===== config.mk =====
export PLATFORM = sky130hd
export DESIGN_NAME = sac_queue
export DESIGN_NICKNAME = d
export VERILOG_FILES = /design/src/sac_queue.sv
export SDC_FILE = /design/constraint.sdc
export NUM_CORES = 1
export LEC_CHECK = 0
export ABC_AREA = 1
export BUFFER_PORTS_ARGS = -buffer_cell sky130_fd_sc_hd__buf_2
export CORE_MARGIN = 10
export CORE_UTILIZATION = 36
export CTS_BUF_LIST = sky130_fd_sc_hd__clkbuf_2 sky130_fd_sc_hd__clkbuf_4 sky130_fd_sc_hd__clkbuf_8
export DETAILED_ROUTE_END_ITERATION = 8
export GPL_TIMING_DRIVEN = 0
export SYNTH_ARGS = -nofsm -noshare
export SYNTH_HDL_FRONTEND = slang
export SYNTH_SLANG_ARGS = --single-unit

===== constraint.sdc =====
create_clock -name clk -period 1.4 [get_ports clk]
set_input_delay 0.28 -clock clk [delete_from_list [all_inputs] [get_ports clk]]
set_output_delay 0.28 -clock clk [all_outputs]
set_load 0.01 [all_outputs]

===== src/sac_queue.sv =====
// Two-entry queue of decoded accesses between the front and the back end.
`default_nettype none
module sac_queue #(
	parameter int W = 8
) (
	input wire logic clk,
	input wire logic arst_n,
	input wire logic push_valid,
	output logic push_ready,
	input wire logic [W-1:0] push_data,
	output logic pop_valid,
	input wire logic pop_ready,
	output logic [W-1:0] pop_data
);
	logic [W-1:0] slot_q [2];
	logic wr_ptr_q;
	logic rd_ptr_q;
	logic [1:0] count_q;
	logic do_push;
	logic do_pop;

	assign push_ready = (count_q != 2'd2);
	assign pop_valid = (count_q != 2'd0);
	assign pop_data = slot_q[rd_ptr_q];
	assign do_push = push_valid && push_ready;
	assign do_pop = pop_valid && pop_ready;

	// Pointers and fill count.
	always_ff @(posedge clk or negedge arst_n) begin
		if (!arst_n) begin
			wr_ptr_q <= 1'b0;
			rd_ptr_q <= 1'b0;
			count_q <= 2'd0;
		end else begin
			if (do_push) wr_ptr_q <= ~wr_ptr_q;
			if (do_pop) rd_ptr_q <= ~rd_ptr_q;
			if (do_push && !do_pop) count_q <= count_q + 2'd1;
			else if (do_pop && !do_push) count_q <= count_q - 2'd1;
		end
	end

	// Storage.
	always_ff @(posedge clk) begin
		if (do_push) slot_q[wr_ptr_q] <= push_data;
	end
endmodule
`default_nettype wire


==> reports/results.txt <==
In this run the deepest clock path goes through 2 buffers. The detail route stage leaves a number of antenna-violating nets equal to 0. The share of post-route cells with drive strength above 1 came out at 0.392. The layout overhead on the synthesized area is 26.8%.

The final-report max-slew violation count is 0, and the number of cells after detailed placement is 119. After the last flow step, the layout net total stands at 111. Cell accounting for the most synthesized area: sky130_fd_sc_hd__edfxtp_1. After routing the design area is 1050 um^2. The number of different library cells used by synthesis comes to 14. Number of antenna violations at the first check in global routing: 0. The worst hold path belongs to the class in2reg. In the synthesized netlist, the number of instances is 70.

The portion of the clock cycle consumed by the worst path in the final layout came out at 1.00. TritonCTS built the clock tree. Compound-gate portion of the synthesized area: 0. By count the netlist is led by 30 x sky130_fd_sc_hd__nand2_1, 16 x sky130_fd_sc_hd__edfxtp_1, 4 x sky130_fd_sc_hd__dfrtp_1, 4 x sky130_fd_sc_hd__inv_1, 3 x sky130_fd_sc_hd__inv_2. In the synthesized netlist the dominant register cell turns out to be sky130_fd_sc_hd__edfxtp_1. The total wire length after detailed routing was 1530 um. The static leakage power was 0.478 nW. After the first detailed-routing iteration, the DRC count stood at 27. The run gives 0.703 as the tightest slew margin relative to the limit. The main combinational cell family by area after synthesis is simple AND/OR/NAND/NOR gates.

Clock tree synthesis selected as its root buffer the cell sky130_fd_sc_hd__clkbuf_4. The mean routed wirelength per cell came out at 12.2 um. The congestion estimate from routability-driven global placement came to 0.646. The final hold violation count came out at 0. The x dimension of the die works out to 67.9 um.

In this run the worst path has a maximum fanout of 10. The antenna diode instance count was 0; the max-cap violation count was 0. Dividing total power by cell area gives a power density of 2040 nW/um^2. Clock skew on the completed layout was measured at 0.00859 ns.

Setup violations remaining at the end of the flow were counted as 5. Using the TritonRoute via totals, the vias-per-cell ratio works out to 4.41. For the worst setup path, the data required time is 1.12 ns. Yosys attributes the largest share of cell area to sky130_fd_sc_hd__edfxtp_1 58%, sky130_fd_sc_hd__nand2_1 14%, sky130_fd_sc_hd__dfrtp_1 12%, sky130_fd_sc_hd__nand2_4 2.7%, sky130_fd_sc_hd__xor2_2 2.0%.

The worst setup path is of the reg2out kind. The filler cells instantiated in the layout total 205. The run gives 125 as the final standard cell count with taps included and fillers excluded. The final reports fail on negative setup slack. The run gives 0.702 as the sequential share of the synthesized area. In this run the tool buffered the top-level ports with 21 buffer cells. Startpoint of the worst register-to-register path: count_q[1]$_DFFE_PN0P_. The most critical setup path has its startpoint at rd_ptr_q$_DFFE_PN0P_. Summing over every cut layer, the via total after detailed routing is 551. The register bit total from synthesis came out at 20. Setup repair after global routing could not meet its margin everywhere.

The tools report the total track usage as 0.0697. The simple logic cell fraction of the synthesized area is 0.207. The worst setup path is launched from a flop. The critical hold path startpoint was push_data[2]. The number of sinks on the clock net was 20. The total area inside the core boundary comes to 2190 um^2. The pin count of the biggest net entering global routing was 12; the clock insertion delay at the later pin of the skew report was 0.30 ns. The maximum frequency from static timing analysis was 711 MHz. The clock transition at the registers of the reported paths is 0.11 ns. The tools report the first-pass GRT wire length as 2420 um.

STA classifies the critical path endpoint as an output port. In the routed design, unresolved DRC markers number 0. The run gives 4 as the number of detailed-route iterations in the first pass.

The worst path in the final design needs a cycle of 1.41 ns, including I/O delays and setup. For the initial standard-cell utilization of the core, the log shows 0.377. The most frequent cell after synthesis was sky130_fd_sc_hd__nand2_1. The worst setup margin came out at -0.00632 ns. In this run the cell area measured after placement is 967 um^2. After synthesis, the mean cell area works out to 11.8 um^2. Post-synthesis mux area share: 0. In this run the core area contains 17 standard-cell rows. The parity-gate share of the synthesized area counting xor and xnor cells came out at 0.0303. The height of the chip was 67.9 um; the clock buffer count from CTS was 3. The combined area of all synthesized cells was 827 um^2.

Counting every net in the synthesized netlist gives 83. The sequential cell area in the final layout is 581 um^2, and the portion of synthesized cell area occupied by the leading cell type is 0.581. The flow ran to the end, but the final reports show violations.

The die covers 4610 um^2. For the pin with the worst max-slew slack, the measured transition is 0.446 ns. In the final layout, the multi-input gates occupy 226 um^2. The tools report the number of H-tree levels as 1. At the worst endpoint, the arrival time is 1.13 ns.

In this run, synthesis inferred 16 flip-flops with an integrated enable. The total overflow left after global routing is 0. 22 I/O pins were placed. IR analysis of the VDD net gives a maximum drop of 0.922 mV. The logs give 577 for the number of global-route vias before repair and 0 for the yosys synthesis warning count. Async set-reset flop share out of synthesis: 0.200.

The fraction of the mapped netlist area in adder cells works out to 0.0151.
==> worst max-delay path, stage by stage, from the launching register on <==
cell and delay, ns:
sky130_fd_sc_hd__dfrtp_1 0.38, sky130_fd_sc_hd__buf_6 0.15, sky130_fd_sc_hd__inv_8 0.08, sky130_fd_sc_hd__nand2_1 0.05
sky130_fd_sc_hd__nand2_1 0.05, sky130_fd_sc_hd__buf_2 0.12
==> layout make-up <==
class                           count  area share
Buffer                              1      0.0107
Tap cell                           28      0.0334
Sequential cell                    20       0.554
Clock inverter                      1     0.00358
Timing Repair Buffer               23       0.129
Clock buffer                        3      0.0215
Multi-Input combinational cell     42       0.216
Inverter                            7      0.0322
==> placed cells by master, fill, tap and decap left out <==
cell                            count
sky130_fd_sc_hd__xnor2_1            1
sky130_fd_sc_hd__buf_4              1
sky130_fd_sc_hd__inv_2              3
sky130_fd_sc_hd__inv_8              1
sky130_fd_sc_hd__edfxtp_1          16
sky130_fd_sc_hd__nor2_2             2
sky130_fd_sc_hd__nand3_1            2
sky130_fd_sc_hd__ha_4               1
sky130_fd_sc_hd__buf_2             19
sky130_fd_sc_hd__dfrtp_1            4
sky130_fd_sc_hd__nand2_4            2
sky130_fd_sc_hd__buf_6              3
sky130_fd_sc_hd__nand2_2            2
sky130_fd_sc_hd__nand2_1           30
sky130_fd_sc_hd__clkinv_1           1
sky130_fd_sc_hd__xor2_2             1
sky130_fd_sc_hd__dlygate4sd3_1      1
sky130_fd_sc_hd__clkbuf_4           3
sky130_fd_sc_hd__nand4_1            1
sky130_fd_sc_hd__inv_1              3
==> metrics by stage <==
stage / power [mW] / worst slack, ns / TNS, ns / utilization / hold WS [ns]
after floorplan: 1.48 / 0.0771 / 0 / - / -0.0156
after global placement: 1.74 / -0.111 / -1.75 / 0.441 / 0.0927
after detailed placement: 1.77 / -0.155 / -2.48 / 0.441 / 0.0923
after CTS: 2.09 / -0.147 / -2.39 / 0.465 / 0.160
after global routing: 2.31 / -0.0915 / -0.724 / 0.479 / 0.154
final: 2.14 / -0.00632 / -0.0203 / 0.479 / 0.159
==> routing by layer <==
layer,wire length (um),part of all wire,track usage,vias to the layer above
met1,594,0.39,0.0694,250
met5,0,0,0,-
met3,122,0.080,0.0277,7
met2,761,0.50,0.119,15
li1,-,-,-,279
met4,50,0.033,0.0452,0
==> registers in the layout, summed over array words and instances, names as in the netlist <==
name / flops
rd_ptr_q: 1
wr_ptr_q: 1
slot_q: 16
count_q: 2
==> what timing repair did <==
action,4_1_cts,5_1_grt
endpoints found under the hold margin,4,0
resized for setup,3,6
setup buffers,1,0
setup endpoints to repair,25,25
hold buffers,1,0
pin swaps,0,1
==> report_power, final <==
group          switching [mW]  internal (mW)
Sequential             0.0684          0.829
Combinational           0.573          0.395
Clock                   0.168          0.104
Total                   0.810           1.33
==> path summary, 6_finish.rpt <==
path / endpoint / slack [ns] / cells after the start
min in group asynchronous: count_q[0]$_DFFE_PN0P_ / 0.31 / 2
max in group asynchronous: wr_ptr_q$_DFFE_PN0P_ / 0.97 / 2
min: slot_q[0][2]$_DFFE_PP_ / 0.16 / 1
max: pop_data[1] / -0.006 / 5
max reg2reg: slot_q[0][7]$_DFFE_PP_ / 0.07 / 3
min reg2reg: count_q[1]$_DFFE_PN0P_ / 0.61 / 2
==> logic make-up after synthesis <==
kind of cell,Yosys count
XOR/XNOR,2
buffers and inverters,8
AND/OR/NAND/NOR,39
adder cells (fa/ha/maj),1
flip-flops,20
(Power assumes the default switching activity.)
