<file path="src/sac_pkg.sv">
// Package with shared types and constants of the set-associative LRU cache model.
`default_nettype none
package sac_pkg;

	// Widths of the configuration registers, the command field and the counters.
	localparam int CFG_DATA_W = 6;
	localparam int CFG_IDX_W = 2;
	localparam int SET_BITS_W = 3;
	localparam int OFFSET_BITS_W = 6;
	localparam int WAYS_W = 3;
	localparam int CMD_W = 2;
	localparam int CNT_W = 32;
	localparam logic [CNT_W-1:0] CNT_MAX = 32'hFFFF_FFFF;

	// Offset bits are kept in the range 1 to 32.
	localparam logic [OFFSET_BITS_W-1:0] OFFSET_BITS_MAX = 6'd32;

	// Register indexes of the configuration port.
	typedef enum logic [CFG_IDX_W-1:0] {
		CFG_SET_BITS = 2'd0,
		CFG_OFFSET_BITS = 2'd1,
		CFG_WAYS = 2'd2
	} cfg_idx_t;

	// Access kinds.
	typedef enum logic [CMD_W-1:0] {
		CMD_LOAD = 2'd0,
		CMD_STORE = 2'd1,
		CMD_MODIFY = 2'd2
	} cmd_t;

	// Current configuration, already held in range.
	typedef struct packed {
		logic [SET_BITS_W-1:0] set_bits;
		logic [OFFSET_BITS_W-1:0] offset_bits;
		logic [WAYS_W-1:0] ways;
	} cfg_t;

	// Back end sequencer states.
	typedef enum logic [1:0] {
		BK_IDLE,
		BK_READ,
		BK_EXEC
	} bk_state_t;

endpackage
`default_nettype wire

</file>
<file path="src/sac_if.sv">
// Request and response channel interfaces of the cache model.
`default_nettype none
interface sac_req_if #(
	parameter int ADDR_WIDTH = 64
);
	logic valid;
	logic ready;
	logic [1:0] command;
	logic [ADDR_WIDTH-1:0] address;

	modport source (output valid, command, address, input ready);
	modport sink (input valid, command, address, output ready);
endinterface

`default_nettype wire

</file>
<file path="src/sac_front.sv">
// Front end: accepts requests, splits the address and expands a modify into two accesses.
`default_nettype none
module sac_front #(
	parameter int MAX_SET_BITS = 5,
	parameter int ADDR_WIDTH = 64
) (
	input wire logic clk,
	input wire logic arst_n,
	input wire sac_pkg::cfg_t cfg,
	sac_req_if.sink req,
	output logic push_valid,
	input wire logic push_ready,
	output logic [MAX_SET_BITS+ADDR_WIDTH-2:0] push_data
);
	import sac_pkg::*;

	localparam int TAG_W = ADDR_WIDTH - 2;
	localparam int ENT_W = MAX_SET_BITS + TAG_W + 1;

	logic pend_q;
	logic [ENT_W-1:0] held_q;
	logic fire;
	logic [ADDR_WIDTH-1:0] off_shift;
	logic [ADDR_WIDTH-1:0] tag_shift;
	logic [MAX_SET_BITS-1:0] set_mask;
	logic [MAX_SET_BITS-1:0] set_idx;
	logic [TAG_W-1:0] tag;
	logic is_modify;

	// Address split by the configured field widths.
	always_comb begin
		off_shift = req.address >> cfg.offset_bits;
		tag_shift = req.address >> ({1'b0, cfg.offset_bits} + 7'(cfg.set_bits));
		set_mask = ~({MAX_SET_BITS{1'b1}} << cfg.set_bits);
		set_idx = off_shift[MAX_SET_BITS-1:0] & set_mask;
		tag = tag_shift[TAG_W-1:0];
		is_modify = (req.command == CMD_MODIFY);
	end

	assign req.ready = !pend_q && push_ready;
	assign fire = req.valid && req.ready;
	assign push_valid = pend_q || (req.valid && !pend_q);
	assign push_data = pend_q ? held_q : {set_idx, tag, !is_modify};

	// The second access of a modify goes out in a following cycle.
	always_ff @(posedge clk or negedge arst_n) begin
		if (!arst_n) begin
			pend_q <= 1'b0;
		end else if (fire && is_modify) begin
			pend_q <= 1'b1;
		end else if (pend_q && push_ready) begin
			pend_q <= 1'b0;
		end
	end

	always_ff @(posedge clk) begin
		if (fire) held_q <= {set_idx, tag, 1'b1};
	end
endmodule
`default_nettype wire

</file>
<file path="src/flat_wrapper.sv">
// flat-port wrapper written by rule: the top's interface ports become plain ports
module sac_front_flat import sac_pkg::*;
#(
	parameter int MAX_SET_BITS = 5,
	parameter int ADDR_WIDTH = 64
)
  (clk, arst_n, cfg, push_valid, push_ready, push_data, req_valid, req_command, req_address, req_ready);
  sac_req_if #(.ADDR_WIDTH(ADDR_WIDTH)) req_i ();
  input wire logic clk;
  input wire logic arst_n;
  input wire sac_pkg::cfg_t cfg;
  output logic push_valid;
  input wire logic push_ready;
  output logic [MAX_SET_BITS+ADDR_WIDTH-2:0] push_data;
  input wire logic [$bits(req_i.valid)-1:0] req_valid;
  input wire logic [$bits(req_i.command)-1:0] req_command;
  input wire logic [$bits(req_i.address)-1:0] req_address;
  output wire logic [$bits(req_i.ready)-1:0] req_ready;
  assign req_i.valid = req_valid;
  assign req_i.command = req_command;
  assign req_i.address = req_address;
  assign req_ready = req_i.ready;
  sac_front #(.MAX_SET_BITS(MAX_SET_BITS), .ADDR_WIDTH(ADDR_WIDTH)) u_core (.clk(clk), .arst_n(arst_n), .cfg(cfg), .req(req_i), .push_valid(push_valid), .push_ready(push_ready), .push_data(push_data));
endmodule
</file>
<file path="config.mk">
export PLATFORM = sky130hd
export DESIGN_NAME = sac_front_flat
export DESIGN_NICKNAME = d
export VERILOG_FILES = /design/src/sac_pkg.sv /design/src/sac_if.sv /design/src/sac_front.sv /design/src/flat_wrapper.sv
export SDC_FILE = /design/constraint.sdc
export NUM_CORES = 1
export LEC_CHECK = 0
export BUFFER_PORTS_ARGS = -buffer_cell sky130_fd_sc_hd__buf_2
export CAP_MARGIN = 25
export CORE_MARGIN = 2
export CORE_UTILIZATION = 50
export CTS_CLUSTER_SIZE = 16
export DETAILED_ROUTE_END_ITERATION = 12
export PLACE_DENSITY = 0.8
export SYNTH_ARGS = -nofsm -noshare
export SYNTH_HDL_FRONTEND = slang
export SYNTH_SLANG_ARGS = --single-unit
export TNS_END_PERCENT = 10
</file>
<file path="constraint.sdc">
create_clock -name clk -period 6.2 [get_ports clk]
set_input_delay 0.31 -clock clk [delete_from_list [all_inputs] [get_ports clk]]
set_output_delay 0.31 -clock clk [all_outputs]
set_load 0.005 [all_outputs]
</file>
==> metrics.yaml, run 1 <==
timing:
  report.final.hold_viol_count: 0
  max_freq_mhz: 206
  max-slew-margin-rel: 0.332
  finalSetupViolations: 0
  fin_crit_sh: 0.783
  fin_skew_ns: 0.00819
  worstMarginPinSlew_ns: 1.00
  period_needed_ns: 4.85
  final_max_slew_viol_count: 0
  rsz0062_at_grt: "false"
  fin_setup_tns_ns: 0
critical_path:
  cp.depth: 12
  reg2reg_to: "u_core.held_q[21]$_DFFE_PP_"
  cp_common_cell: "mux2_2"
  slowest_stage: "fa_4"
  reg2reg_depth: 4
  reg2reg_slack_ns: 3.77
  cp_max_fo: 65
  r2r-start: "u_core.pend_q$_DFFE_PN0P_"
  cp_top_family: "adder cells"
  startpoint_type: "input port"
  path_buf_inv: 4
  criticalPathCategory: "input port to primary output"
  required_ns: 5.89
  end_kind: "primary output"
  crit_chain: "buf_2 -> clkinv_1 -> fa_4 -> buf_4 -> mux2i_1 -> mux2i_1 -> mux2_2 -> mux2_2 -> a22oi_1 -> o211ai_1 -> mux2_2 -> buf_2"
  cp.arrival_ns: 4.54
  cpPeakStageDelay_ns: 1.56
global_routing:
  grt_pass1_vias: 8963
  grt_max_degree: 93
  grt_util_met1: 0.428
  grtUsageMet2: 0.470
  grt_first_pass_wirelength_mm: 49.6
  grt_antenna_before_repair: 0
  grt-ovfl-total: 0
  grt.busiest_layer: "met2"
  grt_use_total: 0.306
  gr-usage-met3: 0.0440
logic_synthesis:
  async_flop_share: 0.0147
  syn-cell-area_um2: 9880
  synth_mux_area_frac: 0.435
  synth.net_count: 1146
  synth_top_family_by_area: "multiplexers"
  syn_avg_cell_area_um2: 9.32
  yosysUniqueCellTypes: 67
  synth_compound_area_frac: 0.169
  synth_top_area_cell: "mux2i_1"
  synthAdderAreaFrac: 0.00582
  ys.flop_type: "edfxtp_1"
  netlist_instances: 1060
  synth-seq-cells: 68
  yosys.area_share.simple: 0.124
  ys_seq_area_frac: 0.206
  synth_edf_count: 67
  synthTopCellsByArea: "mux2i_1, edfxtp_1, mux2_2"
  yosys.area_share.xor_xnor: 0.00696
  yosys_warnings: 0
  synth_top_cell_area_share: 0.228
floorplanning:
  dieArea_um2: 20900
  die_w_um: 145
  die_height_um: 145
  io_pins: 152
  coreArea_um2: 19400
  start_util: 0.509
  rows: 51
cts:
  cts.clk_slew.worst_paths_ns: 0.05
  postCtsSetupBuffers: 0
  cts_tree: "done"
  htree_levels: 3
  clock-sinks: 68
  cts.path.max_buffers: 2
  clk_latency_ns: 0.34
  tritoncts.num_buffers: 9
  clockRootBuffer: "clkbuf_16"
  post_cts_resized: 0
layout:
  final_common_cell: "mux2i_1"
  multi_input_area_um2: 7360
  area_delta_synth_final_pct: 11.9
  fin_area_um2: 11100
  register_area_um2: 2040
  diodes: 0
  layout-drive-gt1-share: 0.308
  mostFrequentLayoutCells: "mux2i_1, buf_2, mux2_2"
  nets: 1233
  fillers: 1751
power:
  vdd_drop_max_uv: 179
  power_mw: 2.65
  p_leak_nw: 4.61
  p_per_area_nw_per_um2: 239
routing:
  postRouteAntennaNets: 0
  drt_iter0_markers: 1448
  route.detailed.drc: 0
  post_drt_wl_per_cell_um: 23.0
  firstDrtPassIters: 8
  num_vias: 9687
  viasPerCell: 6.84
  routed_wl_mm: 32.5
hold_path:
  hold_class: "input port to flop"
  hold_depth: 2
  min_from: "push_ready"
  hold_end: "u_core.pend_q$_DFFE_PN0P_"
job:
  maxCapViolCount: 0
place:
  placed_area_um2: 10700
  hpwlAfterDp_mm: 24.3
  io_buffers: 148
  routabilityCongestion: 0.985
run_status:
  status: "completed"
where the power goes:
| group | total (mW) | switching [mW] | internal (mW) |
|---|---|---|---|
| combinational | 1.48 | 0.866 | 0.611 |
| clock | 0.589 | 0.196 | 0.393 |
| sequential | 0.581 | 0.0106 | 0.571 |
| total | 2.65 | 1.07 | 1.57 |
cell families after synthesis:
logic type	count (synthesis)
buffers and inverters	107
adders and majority gates	4
and+or+nand+nor	270
AOI/OAI and AO/OA	235
xor gates and xnor gates	4
muxes	372
DFF	68
flip-flops by register name, summed over array words and instances, names as in the netlist:
register and flops:
u_core.held_q 67, u_core.pend_q 1
routing by layer:
| metal | share of wire | routed length, µm |
|---|---|---|
| met5 | 0 | 0 |
| met4 | 0.045 | 1480 |
| met3 | 0.097 | 3170 |
| met2 | 0.44 | 14300 |
| met1 | 0.42 | 13600 |
area by class of cell:
type                    instances  share of cell area
clock buffers                  10              0.0207
inverters                      11             0.00373
well taps                     265              0.0300
clock inverters                 6              0.0102
multi-input cells             885               0.665
flip-flops and latches         68               0.184
repair buffers                172              0.0856
cells in the mapped netlist (18+ instances only):
| cell | count |
|---|---|
| a22oi_1 | 36 |
| nor2_1 | 77 |
| mux2i_1 | 225 |
| clkbuf_1 | 41 |
| mux2_2 | 112 |
| nand2_1 | 96 |
| buf_2 | 36 |
| a21oi_1 | 38 |
| o31ai_1 | 28 |
| nor3_1 | 18 |
| o21ai_0 | 33 |
| edfxtp_1 | 67 |
| nand3_1 | 18 |
| mux4_2 | 35 |
worst max path at each step:
| stage | startpoint | endpoint | slack (ns) |
|---|---|---|---|
| 2_1_floorplan | cfg[4] | push_data[1] | 2.30 |
| 3_3_place_gp | cfg[4] | push_data[14] | 1.44 |
| 3_5_place_dp | cfg[4] | push_data[14] | 1.40 |
| 4_1_cts | cfg[4] | push_data[14] | 1.40 |
| 5_1_grt | cfg[4] | push_data[6] | 1.17 |
| 6_report | cfg[4] | push_data[14] | 1.35 |
stage by stage:
| step | worst slack (ns) | std cells | utilization | hold WS (ns) |
|---|---|---|---|---|
| finish | 1.35 | 1417 | 0.570 | 0.182 |
| global route | 1.17 | 1417 | 0.570 | 0.196 |
| CTS | 1.40 | 1416 | 0.569 | 0.173 |
| detailed placement | 1.40 | 1399 | 0.551 | 0.0914 |
| global placement | 1.44 | 1397 | 0.551 | 0.0866 |
| floorplan | 2.30 | 1060 | - | 0.0144 |
what timing repair did:
action / CTS / global route
hold buffers: 1 / 0
hold endpoints to repair: 1 / 0
setup endpoints to repair: 0 / 0
No activity file was read; power rests on OpenSTA's default activity.
==> inputs of run 2 (changes only) <==
Settings changed: PLACE_DENSITY 0.8 to 0.82.
Clock period 6.2 ns to 4.4 ns, I/O delays scaled along.
==> run 2 against run 1 <==
Net effect: total power increased by 38%; largest cell class unchanged; final cell count grew 1.9%; highest routed layer unchanged; critical endpoint is now push_data[15]; global-route usage increased by 0.54 points; count of clock-buffer cells in the layout is the same; sequential share of layout area fell by 0.27 points; clock power grew 21%; register-to-register slack lost 1.6 ns; via count up 0.41%; non-clock buffer count grew 26; die area is the same; first-iteration DRC count fell by 22%; final area grew 1.5%; largest power group unchanged.
==> metrics.yaml, run 2 (synthesis results as in run 1) <==
run_status:
  status: "completed"  # unchanged
timing:
  period_needed_ns: 4.17
  max_freq_mhz: 240
  fin_setup_tns_ns: 0  # unchanged
  worst_slack_ns: 0.234  # was 1.35 ns
  report.final.hold_viol_count: 0  # unchanged
  max-slew-margin-rel: 0.356  # was 0.332
  worstMarginPinSlew_ns: 0.966  # was 1.00 ns
  fin_crit_sh: 0.947
  finalSetupViolations: 0  # unchanged
  rsz0062_at_grt: "false"  # unchanged
  fin_skew_ns: 0.00767  # was 0.00819 ns
  final_max_slew_viol_count: 0  # unchanged
routing:
  met1_length_mm: 13.8  # was 13.6 mm
  route.detailed.drc: 0  # unchanged
  viasPerCell: 6.74  # was 6.84
  met3_length_mm: 3.03  # was 3.17 mm
  drt_iter0_markers: 1125  # was 1448
  routed_wl_mm: 33.4  # was 32.5 mm
  post_drt_wl_per_cell_um: 23.1  # was 23.0 µm
  num_vias: 9727  # was 9687
  dr_wl_met2_mm: 14.9  # was 14.3 mm
  top_layer: "met4"  # unchanged
  postRouteAntennaNets: 0  # unchanged
  firstDrtPassIters: 6  # was 8
layout:
  nets: 1259  # was 1233
  top_register: "u_core.held_q"  # unchanged
  reg_top3: "u_core.held_q: 67 flops, u_core.pend_q: 1 flops"  # unchanged
  final_common_cell: "mux2i_1"  # unchanged
  area_delta_synth_final_pct: 13.6  # was 11.9%
  mostFrequentLayoutCells: "mux2i_1, buf_2, mux2_2"  # unchanged
  final_core_util: 0.579  # was 0.570
  layout-drive-gt1-share: 0.323  # was 0.308
  layoutNonFillerInstCount: 1444  # was 1417
  largest_reg_flops: 67  # unchanged
critical_path:
  startpoint_type: "input port"  # unchanged
  cp_max_fo: 15  # was 65
  cp.arrival_ns: 3.95  # was 4.54 ns
  criticalPathCategory: "input port to primary output"  # unchanged
  end_kind: "primary output"  # unchanged
  required_ns: 4.18  # was 5.89 ns
floorplanning:
  die_w_um: 145  # unchanged
  coreArea_um2: 19400  # unchanged
  rows: 51  # unchanged
  start_util: 0.509  # unchanged
  die_height_um: 145  # unchanged
  dieArea_um2: 20900  # unchanged
  io_pins: 152  # unchanged
power:
  p_per_area_nw_per_um2: 327  # was 239 nW/µm²
  pwr-share-seq: 0.223  # was 0.219
  vdd_drop_max_uv: 310  # was 179 µV
  p_int_mw: 2.14  # was 1.57 mW
  combPwrFrac: 0.583  # was 0.558
  clkPwrFrac: 0.194  # was 0.223
  sw_frac_of_total: 0.416  # was 0.405
  power.switching_mw: 1.53  # was 1.07 mW
  p_leak_nw: 4.72  # was 4.61 nW
global_routing:
  grt_max_degree: 92  # was 93
  grt_first_pass_wirelength_mm: 50.0  # was 49.6 mm
  grt_pass1_vias: 8999  # was 8963
  grt_antenna_before_repair: 1  # was 0
  grt-ovfl-total: 0  # unchanged
  grt_use_total: 0.312  # was 0.306
cts:
  clk_latency_ns: 0.34  # about the same
  tritoncts.num_buffers: 9  # unchanged
  cts.clk_slew.worst_paths_ns: 0.05  # about the same
  cts.path.max_buffers: 2  # unchanged
  clock-sinks: 68  # unchanged
  post_cts_resized: 0  # unchanged
  htree_levels: 3  # unchanged
  hold_buffers: 1  # unchanged
  postCtsSetupBuffers: 0  # unchanged
  clockRootBuffer: "clkbuf_16"  # unchanged
  cts_tree: "done"  # unchanged
place:
  io_buffers: 148  # unchanged
  hpwlAfterDp_mm: 25.9  # was 24.3 mm
  dp.cells: 1425  # was 1399
  preCtsSetupSlack_ns: 0.348  # was 1.40 ns
  routabilityCongestion: 1.02  # was 0.985
hold_path:
  hold_class: "input port to flop"  # unchanged
job:
  maxCapViolCount: 0  # unchanged
-- run 2: cell types whose count changed in the layout (fill, tap and decap cells not counted) --
| cell | before | now |
|---|---|---|
| buf_8 | 1 | 0 |
| buf_12 | 1 | 3 |
| diode_2 | 0 | 1 |
| bufinv_16 | 3 | 1 |
| clkinvlp_4 | 0 | 1 |
| buf_6 | 1 | 0 |
| buf_4 | 20 | 46 |
| clkinv_2 | 1 | 2 |
-- run 2: worst paths after layout --
check	start	end	slack, ns	depth (start not counted)
worst max-delay path	cfg[9]	push_data[15]	0.23	12
worst min-delay path	push_ready	u_core.pend_q$_DFFE_PN0P_	0.08	2
worst max register to register	u_core.pend_q$_DFFE_PN0P_	u_core.held_q[3]$_DFFE_PP_	2.20	3
worst min register to register	u_core.pend_q$_DFFE_PN0P_	u_core.pend_q$_DFFE_PN0P_	1.19	2
max in group asynchronous	arst_n	u_core.pend_q$_DFFE_PN0P_	4.11	2
min in group asynchronous	arst_n	u_core.pend_q$_DFFE_PN0P_	0.19	2
-- run 2: power by group through the flow --
stage               sequential, mW  clock (mW)  combinational (mW)
finish                       0.819       0.712                2.14
global route                 0.823       0.747                2.27
global placement             0.829           0                2.04
detailed placement           0.832           0                2.07
CTS                          0.819       0.719                2.08
floorplan                    0.825           0                1.41
-- run 2: worst max-delay path, cell delays in order --
cell and delay, ns:
buf_2 0.11, ha_2 0.21, inv_1 0.06, fa_4 0.94, buf_4 0.28, mux2_2 0.37, mux2i_1 0.22, mux2i_1 0.26
a222oi_1 0.63, nand2_1 0.20, mux2_2 0.31, buf_2 0.13
-- run 2: layout make-up --
| class | instances | area [µm²] |
|---|---|---|
| Timing Repair Buffer | 198 | 1160 |
| Tap cell | 265 | 332 |
| Clock inverter | 6 | 65.1 |
| Sequential cell | 68 | 2040 |
| Fill cell | 1752 | 8170 |
| Inverter | 11 | 41.3 |
| Multi-Input combinational cell | 885 | 7360 |
| Clock buffer | 10 | 229 |
| Antenna cell | 1 | 2.50 |
-- run 2: routing by layer --
layer	vias up	global-route usage
met4	0	0.167
met2	634	0.480
met1	4626	0.420
met3	123	0.0507
li1	4344	-
met5	-	0
-- run 2: stage by stage --
stage / hold slack [ns] / power, mW / cell area [µm²]
floorplan: -0.0756 / 2.24 / 9880
global placement: -0.00446 / 2.87 / 10900
detailed placement: -0.00325 / 2.90 / 10900
CTS: 0.0747 / 3.62 / 11200
global route: 0.0750 / 3.84 / 11200
finish: 0.0827 / 3.67 / 11200
==> inputs of run 3 (changes only) <==
Settings changed: CORE_UTILIZATION 50 to 38, PLACE_DENSITY 0.82 to 0.67.
==> run 3 against run 2 <==
Net effect: critical path depth stayed put; clock skew down 0.00074 ns; sequential power about the same; flip-flop and latch count stayed put; fmax shrank 0.43%; core utilization is 14 points lower; critical endpoint is now push_data[28]; highest routed layer unchanged.
==> metrics.yaml, run 3 (synthesis results as in run 1) <==
run_status:
  status: "completed"  # unchanged
layout:
  final_common_cell: "mux2i_1"  # unchanged
  layout-drive-gt1-share: 0.324  # was 0.323
  nets: 1259  # unchanged
  top_register: "u_core.held_q"  # unchanged
  area_delta_synth_final_pct: 14.7  # was 13.6%
  reg_top3: "u_core.held_q: 67 flops, u_core.pend_q: 1 flops"  # unchanged
  diodes: 0  # was 1
  mostFrequentLayoutCells: "mux2i_1, buf_2, mux2_2"  # unchanged
  largest_reg_flops: 67  # unchanged
critical_path:
  end_kind: "primary output"  # unchanged
  required_ns: 4.18  # about the same
  criticalPathCategory: "input port to primary output"  # unchanged
  cp_top_family: "multiplexers"  # unchanged
  cpPeakStageDelay_ns: 0.99  # was 0.94 ns
  slowest_stage: "fa_4"  # unchanged
  path_buf_inv: 4  # unchanged
  cp.arrival_ns: 3.96  # was 3.95 ns
  startpoint_type: "input port"  # unchanged
  crit_chain: "buf_2 -> ha_2 -> inv_1 -> fa_4 -> buf_4 -> mux2i_1 -> mux2_2 -> mux2i_1 -> mux2i_1 -> a221oi_1 -> mux2_2 -> buf_2"  # was buf_2 -> ha_2 -> inv_1 -> fa_4 -> buf_4 -> mux2_2 -> mux2i_1 -> mux2i_1 -> a222oi_1 -> nand2_1 -> mux2_2 -> buf_2
  cp_max_fo: 23  # was 15
  cp_common_cell: "mux2i_1"
hold_path:
  hold_class: "input port to flop"  # unchanged
floorplanning:
  die_w_um: 165  # was 145 µm
  io_pins: 152  # unchanged
  start_util: 0.384  # was 0.509
  coreArea_um2: 25800  # was 19400 µm²
  die_height_um: 165  # was 145 µm
  rows: 59  # was 51
  dieArea_um2: 27300  # was 20900 µm²
timing:
  period_needed_ns: 4.18  # was 4.17 ns
  report.final.hold_viol_count: 0  # unchanged
  max_freq_mhz: 239  # was 240 MHz
  worst_slack_ns: 0.216  # was 0.234 ns
  fin_setup_tns_ns: 0  # unchanged
  fin_skew_ns: 0.00693  # was 0.00767 ns
  finalSetupViolations: 0  # unchanged
  max-slew-margin-rel: 0.325  # was 0.356
  final_max_slew_viol_count: 0  # unchanged
  fin_crit_sh: 0.951  # was 0.947
  rsz0062_at_grt: "false"  # unchanged
  worstMarginPinSlew_ns: 1.01  # was 0.966 ns
routing:
  postRouteAntennaNets: 0  # unchanged
  firstDrtPassIters: 6  # unchanged
  num_vias: 9602  # was 9727
  routed_wl_mm: 34.4  # was 33.4 mm
  post_drt_wl_per_cell_um: 22.8  # was 23.1 µm
  drt_iter0_markers: 1286  # was 1125
  viasPerCell: 6.35  # was 6.74
  route.detailed.drc: 0  # unchanged
global_routing:
  grt_max_degree: 71  # was 92
  grt_use_total: 0.243  # was 0.312
  grt_first_pass_wirelength_mm: 51.1  # was 50.0 mm
  grt_pass1_vias: 8754  # was 8999
  grt_antenna_before_repair: 0  # was 1
  grt-ovfl-total: 0  # unchanged
power:
  p_per_area_nw_per_um2: 329  # was 327 nW/µm²
  p_leak_nw: 4.73  # was 4.72 nW
  vdd_drop_max_uv: 193  # was 310 µV
  pwr-share-seq: 0.220  # was 0.223
  sw_frac_of_total: 0.422  # was 0.416
  clkPwrFrac: 0.200  # was 0.194
  combPwrFrac: 0.580  # was 0.583
  power.switching_mw: 1.58  # was 1.53 mW
  p_int_mw: 2.15  # was 2.14 mW
cts:
  cts.clk_slew.worst_paths_ns: 0.06  # was 0.05 ns
  cts.path.max_buffers: 2  # unchanged
  clock-sinks: 68  # unchanged
  clockRootBuffer: "clkbuf_16"  # unchanged
  clk_latency_ns: 0.34  # about the same
  tritoncts.num_buffers: 9  # unchanged
  htree_levels: 3  # unchanged
  cts_tree: "done"  # unchanged
place:
  io_buffers: 148  # unchanged
  preCtsSetupSlack_ns: 0.334  # was 0.348 ns
  routabilityCongestion: 1.03  # was 1.02
  hpwlAfterDp_mm: 26.7  # was 25.9 mm
job:
  maxCapViolCount: 0  # unchanged
-- run 3: through the flow --
stage / instance area, µm² / cells / hold slack [ns] / util / total power, mW
after floorplan: 9880 / 1060 / -0.0756 / - / 2.24
after global placement: 11000 / 1496 / -0.00478 / 0.428 / 2.93
after detailed placement: 11000 / 1496 / -0.00334 / 0.428 / 2.94
after CTS: 11300 / 1513 / 0.0680 / 0.440 / 3.70
after global routing: 11300 / 1513 / 0.0927 / 0.440 / 3.91
final: 11300 / 1513 / 0.0779 / 0.440 / 3.73
-- run 3: what timing repair did --
action,in CTS,in global routing
gates resized for setup,0,0
buffers inserted,0,0
endpoints found under the hold margin,1,0
hold buffers,1,0
-- run 3: worst paths after layout --
| kind | start | end | slack, ns | cells after the start |
|---|---|---|---|---|
| min in group asynchronous | arst_n | u_core.pend_q$_DFFE_PN0P_ | 0.18 | 2 |
| max | cfg[9] | push_data[28] | 0.22 | 12 |
| min | push_ready | u_core.pend_q$_DFFE_PN0P_ | 0.08 | 2 |
| max in group asynchronous | arst_n | u_core.pend_q$_DFFE_PN0P_ | 4.13 | 2 |
| max reg2reg | u_core.pend_q$_DFFE_PN0P_ | u_core.held_q[11]$_DFFE_PP_ | 2.33 | 3 |
| min reg2reg | u_core.pend_q$_DFFE_PN0P_ | u_core.pend_q$_DFFE_PN0P_ | 0.83 | 1 |
-- run 3: cell type report --
cell class | instances | area [µm²]
Clock buffer | 9 | 225
Clock inverter | 7 | 81.3
Fill cell | 2507 | 14400
Inverter | 11 | 41.3
Multi-Input combinational cell | 885 | 7360
Sequential cell | 68 | 2040
Tap cell | 335 | 419
Timing Repair Buffer | 198 | 1170
-- run 3: layer usage --
metal	global-route usage	routed length (µm)
met5	0	0
met4	0.0913	1220
met3	0.0365	2590
met2	0.374	15300
met1	0.345	15300
-- run 3: power groups by stage --
stage	clock network, mW	logic [mW]	registers [mW]
2_1_floorplan	0	1.41	0.825
3_3_place_gp	0	2.09	0.832
3_5_place_dp	0	2.10	0.835
4_1_cts	0.767	2.12	0.821
5_1_grt	0.789	2.30	0.826
6_report	0.747	2.16	0.821
